==> config.mk <==
export PLATFORM = sky130hd
export DESIGN_NAME = fvnh_ram
export DESIGN_NICKNAME = d
export VERILOG_FILES = /design/src/hdl/fvnh_ram.sv
export SDC_FILE = /design/constraint.sdc
export NUM_CORES = 1
export LEC_CHECK = 0
export BUFFER_PORTS_ARGS = -buffer_cell sky130_fd_sc_hd__buf_2
export CAP_MARGIN = 10
export CORE_UTILIZATION = 40
export CTS_BUF_LIST = sky130_fd_sc_hd__clkbuf_16
export CTS_CLUSTER_DIAMETER = 30
export DETAILED_ROUTE_END_ITERATION = 10
export GPL_ROUTABILITY_DRIVEN = 0
export GPL_TIMING_DRIVEN = 0
export SLEW_MARGIN = 20
export SYNTH_ARGS = -nofsm -noshare
export SYNTH_HDL_FRONTEND = slang
export SYNTH_SLANG_ARGS = --single-unit
==> constraint.sdc <==
create_clock -name clk -period 4.7 [get_ports clk]
set_input_delay 0.47 -clock clk [delete_from_list [all_inputs] [get_ports clk]]
set_output_delay 0.47 -clock clk [all_outputs]
set_load 0.02 [all_outputs]
==> src/hdl/fvnh_ram.sv <==
module fvnh_ram #(
    parameter int WIDTH = 31,
    parameter int DEPTH = 48,
    parameter int AW    = 6
) (
    input  logic             clk,
    input  logic             wr_en,
    input  logic [AW-1:0]    wr_addr,
    input  logic [WIDTH-1:0] wr_data,
    input  logic [AW-1:0]    rd_addr,
    output logic [WIDTH-1:0] rd_data
);

    logic [WIDTH-1:0] mem [DEPTH];

    always_ff @(posedge clk)
    begin
        if (wr_en)
        begin
            mem[wr_addr] <= wr_data;
        end
        rd_data <= mem[rd_addr];
    end

endmodule

Yosys cells after proc, flatten, opt, wreduce, memory -nomap -nowiden
Memory sizes are Yosys's and may differ from the RTL's. A register that Yosys moved wholly into a read port is not among the register bits.
Cells that the tools add are included.
Storage, ports and cells
  flip-flop bits (word level): 0
  memory bits (writable): 1488
  input bits: 45
  output and inout bits: 31
  memories: 1
Memory list
  mem: depth 48, bits a word 31, read ports 1, clocked after Yosys merged registers in 1, write ports 1, line 14  | logic [WIDTH-1:0] mem [DEPTH];
Cells by class
  muxes and demuxes: 2
Operators with widths (number)
  $mux W1: 2

Depth between registers and ports, before layout
Gate-level depths: netlist of the first run.
  depth after elaboration: 2
  gate-level depth with buffers: 9

Worst setup path after synthesis of the first run
No wires, ideal clock.
  path kind: input port to flip-flop
  from: in wr_addr[3]
  to: mem mem[18][0] (enable)
  data arrival time: 3093 ps
  required time: 4242 ps
  slack: 1149 ps
  stages on the path: 3
  buffers on the path: 0
  path through: nor4bb_1 nand2_1 nor3_1
RTL lines
  start, declared: line 8  | input logic [AW-1:0] wr_addr,
  end, declared: line 14
Straight into the memory's write port.

==> results of run 1 <==
==> logic make-up (layout without fill, tap and decap cells) <==
| group | count (synthesis) | after routing |
|---|---|---|
| multiplexers | 651 | 651 |
| other | 0 | 6 |
| AND/OR/NAND/NOR | 113 | 113 |
| buffers and inverters | 171 | 911 |
| AO/OA/AOI/OAI | 372 | 372 |
| flip-flops | 1519 | 1519 |
==> layout by cell type (no fill, tap or decap), drive strengths merged, types with 38 or more instances in the layout <==
master / synthesis / routed
mux2i: 496 / 496
nand2: 38 / 38
a22o: 62 / 62
clkbuf: 82 / 420
buf: 89 / 248
nor2: 47 / 47
mux4: 155 / 155
a21oi: 62 / 62
inv: 0 / 54
clkinv: 0 / 104
bufinv: 0 / 54
a221oi: 62 / 62
a22oi: 124 / 124
edfxtp: 1488 / 1488
==> routing by layer <==
metal	global-route usage	up-vias
met5	0	-
li1	-	12900
met3	0.04570	304
met4	0.08448	4
met1	0.3029	16058
met2	0.3585	1511
==> power breakdown <==
group / internal [mW] / total, mW / switching (mW) / leakage, nW
Combinational: 0.517 / 1.59 / 1.08 / 6.48
Sequential: 15.0 / 15.1 / 0.0448 / 13.6
Clock: 15.8 / 22.9 / 7.06 / 5.52
Total: 31.4 / 39.6 / 8.18 / 25.7
==> flip-flops by register name, indices dropped and copies added, names as in the netlist <==
register and count:
mem 1488, rd_data 31
==> area by class of cell <==
type                    count  area share
well taps                1903     0.03210
multi-input cells        1136      0.1662
clock inverters           243     0.03585
repair buffers            160     0.02807
clock buffers             337      0.1137
diodes                      6   0.0002024
flip-flops and latches   1519      0.6108
plain buffers             171     0.01316
==> metrics by stage <==
step / setup TNS (ns) / area, um^2 / util / std cells / hold slack [ns]
detailed placement: 0 / 63060 / 0.4379 / 4889 / 0.8587
finish: 0 / 74170 / 0.5151 / 5475 / 0.2512
CTS: 0 / 74160 / 0.5150 / 5469 / 0.2020
global route: 0 / 74160 / 0.5150 / 5469 / 0.2543
floorplan: 0 / 58240 / - / 2826 / 0.5689
global placement: -585.79 / 60970 / 0.4234 / 4799 / 0.8423
==> final timing paths <==
kind	from	end	slack, ns	cells after the start
worst min register to register	mem[6][11]	rd_data[11]	0.86	4
worst max register to register	mem[21][9]	rd_data[9]	2.42	5
worst min-delay path	wr_data[26]	mem[12][26]	0.25	1
worst max-delay path	rd_addr[2]	rd_data[29]	1.33	8
==> out/qor.csv, run 1 <==
metric,value,unit
die_height,383.6,um
clk_pin_slew,0.05,ns
track_usage,0.2243,
portBuffers,70,
synthAdderAreaFrac,0,
crit_buf_inv,4,
hold_violations,0,
clockBufferDepth,4,
cts_hold_buf,0,
fin_crit_sh,0.7172,
yosysWarnings,0,
crit_path_frequent_cell,clkbuf_1,
skew,0.06578,ns
synth_mux_area_frac,0.1452,
path_class,primary input to register,
power,39.58,mW
vias_per_cell,5.621,
yosysSeqAreaShare,0.7778,
multi_input_area,12320,um^2
crit_chain,buf_2 -> nor2b_1 -> clkbuf_1 -> clkbuf_1 -> clkbuf_1 -> a22oi_1 -> a21oi_1 -> o41ai_2,
post-route-min-period,3.371,ns
dieWidth,383.6,um
synth-edff-count,1488,
status,"complete, but fails checks",
place_ws,0.5286,ns
vias,30777,
synthTopCellsByArea,"edfxtp_1, mux2i_1, mux4_2",
fp.coreArea,144000,um^2
h-tree-depth,5,
ys_types,29,
synth_top_family_by_area,multiplexers,
crit_fanout,10,
synth_xor_area_frac,0,
yosys.area_share.simple,0.008464,
drcViolationCount,10,
syn_inst,2826,
syn_area_per_cell,20.61,um^2
crit_slowest_cell,clkbuf_1,
cts-root-buf,clkbuf_16,
ant_nets,0,
finalNetCount,3359,
regArea,45300,um^2
synth-seq-cells,1519,
drv_cap,0,
slew_violations,0,
clock-sinks,1519,
setup_viol,0,
worst_slack,1.329,ns
p_per_area,533.6,nW/um^2
dieArea,147100,um^2
synth_top_area_cell,edfxtp_1,
synth_top_area_share,0.7672,
cts-buffers-inserted,326,
rows,139,
grt_pass1_vias,31252,
slowest_delay,0.85,ns
wirelength,165300,um
synth_common_cells,"edfxtp_1, mux2i_1, mux4_2",
overflow,0,
grt_max_degree,49,
crit_family,buffers and inverters,
synth.most_common_cell,edfxtp_1,
fillers,11286,
io-pin-count,76,
clk_latency,0.89,ns
worstHoldPathType,primary input to register,
slew_headroom,0.1879,
tritoncts,yes,
critPathCaptureType,register,
wl_met2,79380,um
ir_drop,0.0003659,V
wl_met1,67550,um
drtPass1Iterations,8,
cts_setup_buffers,0,
route.top_layer_used,met5,
wl_met3,13310,um
arrival,4.02,ns
syn2layout_area_growth,27.35,%
crit_required,5.35,ns
rsz0062_at_grt,no,
cts-resized-gates,0,
syn-num-nets,2871,
synth_ff_type,edfxtp_1,
tightest_slew,1.218,ns
power_leakage,25.65,nW
async_reset_ff_frac,0,
routedWlPerCell,30.19,um
layout-drive-gt1-share,0.2745,
failed_checks,DRC,
synth_compound_area_frac,0.05194,
antenna_found_initial,9,
grt_pass1_wl,231300,um
syn_area,58240,um^2
start_util,0.4045,
dpl.hpwl,106800,um
start_kind,primary input,
max_freq,296.7,MHz
drt_iter0_drc,3415,
Power figures use the tool's default switching activity.
==> run 2, diff against run 1 <==
==> constraint.sdc (replaced) <==
create_clock -name clk -period 2.8 [get_ports clk]
set_input_delay 0.28 -clock clk [delete_from_list [all_inputs] [get_ports clk]]
set_output_delay 0.28 -clock clk [all_outputs]
set_load 0.02 [all_outputs]
==> run 2 against run 1 <==
  * The run ends with DRC, setup timing left
  * Power is 68% higher
  * First-iteration DRC count rose by 5.2%
  * Setup slack worse by 1.4 ns
  * Cell count shrank 0.20%
  * Combinational power increased by 69%
  * Core utilization is essentially flat
  * Clock skew barely moved
  * Final area about the same
  * Critical path depth stayed put
  * Sequential share of layout area about the same
  * Sequential power up 68%
  * Via count is 0.20% higher
==> out/qor.csv, run 2 (same netlist as run 1, synthesis figures left out) <==
metric,value,unit,change
fin_tns_setup,-0.1633,ns,-0.1633 ns
max_freq,344.3,MHz,
grt_pass1_vias,31401,,+0.48%
start_kind,primary input,,
final_area,74210,um^2,about the same
rrSetupSlack,0.52,ns,-1.90 ns
drt_iter0_drc,3591,,+5.2%
setup_viol,3,,+3
tightest_slew,1.196,ns,-0.02222 ns
worstHoldPathType,primary input to register,,
reg.largest.list,"mem (1488), rd_data (31)",,
fin_crit_sh,1.037,,
holdWs,0.05999,ns,-0.1912 ns
intPower,52.26,mW,+66%
clk_pin_slew,0.04,ns,about the same
clock-sinks,1519,,unchanged
p_per_area,894.4,nW/um^2,+68%
crit_buf_inv,4,,unchanged
cts-root-buf,clkbuf_16,,
p_clk_frac,0.578,,about the same
tritoncts,yes,,
clockBufferDepth,4,,unchanged
comb_power_share,0.040,,about the same
dieWidth,383.6,um,unchanged
swShare,0.2126,,+0.005887
finalNetCount,3354,,-0.15%
layout-drive-gt1-share,0.2776,,+0.003069
arrival,3.58,ns,-0.44 ns
layout_common_cells,"edfxtp_1, mux2i_1, clkbuf_16",,
ant_nets,0,,unchanged
post-route-min-period,2.905,ns,
vias,30839,,+0.20%
crit_family,buffers and inverters,,
drv_cap,0,,unchanged
grt_pass1_wl,230800,um,-0.23%
grt_max_degree,49,,unchanged
slew_headroom,0.2027,,+0.01482
vias_per_cell,5.644,,+0.40%
power_leakage,25.54,nW,-0.44%
rr_worst_depth,5,,unchanged
start_util,0.4045,,unchanged
worst_slack,-0.1045,ns,-1.434 ns
path_class,primary input to register,,
path_depth,8,,unchanged
r2r_start,mem[21][9],,
failed_checks,"DRC, setup timing",,
crit_fanout,10,,unchanged
antenna_found_initial,6,,-3
syn2layout_area_growth,27.42,%,about the same
rows,139,,unchanged
regMostFlops,mem,,
routedWlPerCell,29.98,um,-0.71%
slew_violations,0,,unchanged
crit_slowest_cell,buf_1,,
track_usage,0.2232,,-0.001127
skew,0.06540,ns,-0.0003736 ns
crit_required,3.48,ns,-1.87 ns
overflow,0,,unchanged
portBuffers,70,,unchanged
dpl-instance-area,63090,um^2,about the same
crit_path_end,rd_data[28],,
cts-buffers-inserted,330,,+1.2%
largest_reg_flops,1488,,unchanged
p_switching,14.11,mW,+72%
io-pin-count,76,,unchanged
crit_chain,buf_2 -> nor2b_1 -> buf_1 -> clkbuf_2 -> clkbuf_1 -> a22oi_1 -> a21oi_1 -> o41ai_2,,
slowest_delay,0.63,ns,-0.22 ns
fp.coreArea,144000,um^2,unchanged
place_ws,-1.195,ns,-1.724 ns
ir_drop,0.0006249,V,+71%
p_seq_frac,0.381,,about the same
dpl.hpwl,106200,um,-0.54%
rsz0062_at_grt,no,,
h-tree-depth,5,,unchanged
final_common_cell,edfxtp_1,,
drcViolationCount,12,,+2
status,"complete, but fails checks",,
hold_violations,0,,unchanged
drtPass1Iterations,10,,+2
dieArea,147100,um^2,unchanged
crit_path_start,rd_addr[2],,
clk_latency,0.91,ns,+0.02 ns
critPathCaptureType,register,,
fillers,11265,,-0.19%
wirelength,163800,um,-0.90%
power,66.37,mW,+68%
die_height,383.6,um,unchanged
r2r_end,rd_data[9],,
run 2: cell types whose count changed in the layout (fill, tap and decap cells not counted), sizes merged:
cell	delta
bufinv	-6
buf	-7
diode	-4
inv	-3
clkinvlp	+15
clkbuf	-4
dlygate4sd3	+1
clkinv	-3
run 2: repair_timing:
item	in CTS	in global routing
pin swaps	0	0
hold buffers	1	0
gates resized for setup	3	3
hold endpoints to repair	2	0
setup buffers	0	0
endpoints found under the setup margin	25	12
run 2: how the worst min path moves through the flow:
stage / endpoint / cells after the start / slack, ns / from
2_1_floorplan: mem[0][0] / 0 / 0.38 / wr_data[0]
3_3_place_gp: rd_data[28] / 1 / 0.70 / rd_data[28]
3_5_place_dp: rd_data[28] / 1 / 0.70 / rd_data[28]
4_1_cts: mem[19][30] / 1 / 0.01 / wr_data[30]
5_1_grt: rd_data[2] / 4 / 0.08 / rd_addr[4]
6_report: mem[46][12] / 1 / 0.06 / wr_data[12]
run 2: layer usage:
metal,track usage,share of wire,vias to the layer above,wire (um)
met3,0.05441,0.086,328,14050
met2,0.3553,0.48,1475,78120
met4,0.08123,0.031,4,5051
met1,0.2976,0.41,16136,66580
met5,0,0.00014,-,23
li1,-,-,12896,-
run 2: cell type report:
cell class	count	area, um^2	share of cell area
multi-input combinational	1136	12350	0.1664
timing repair buffer	152	2095	0.02822
tap	1903	2381	0.03208
clock buffer	336	8408	0.1133
clock inverter	246	2695	0.03632
buffer	170	973.4	0.01312
antenna	2	5.005	0.00006744
sequential	1519	45300	0.6105
run 2: through the flow:
step,utilization,instances
detailed placement,0.4381,4880
finish,0.5154,5464
CTS,0.5153,5463
global route,0.5153,5463
floorplan,-,2826
global placement,0.4236,4799
run 2: worst reg2reg max path: cells and delay by family, from the launching register on:
family / cells / cell delay, ns
DFF: 1 / 0.31
muxes: 1 / 0.07
AOI/OAI and AO/OA: 4 / 1.69
run 2: power groups by stage:
stage | Clock, mW | Sequential (mW) | Combinational [mW]
floorplan | 0 | 25.8 | 1.32
global placement | 0 | 25.7 | 2.56
detailed placement | 0 | 25.7 | 2.66
CTS | 38.7 | 25.3 | 2.67
global route | 39.8 | 25.3 | 2.80
finish | 38.4 | 25.3 | 2.68
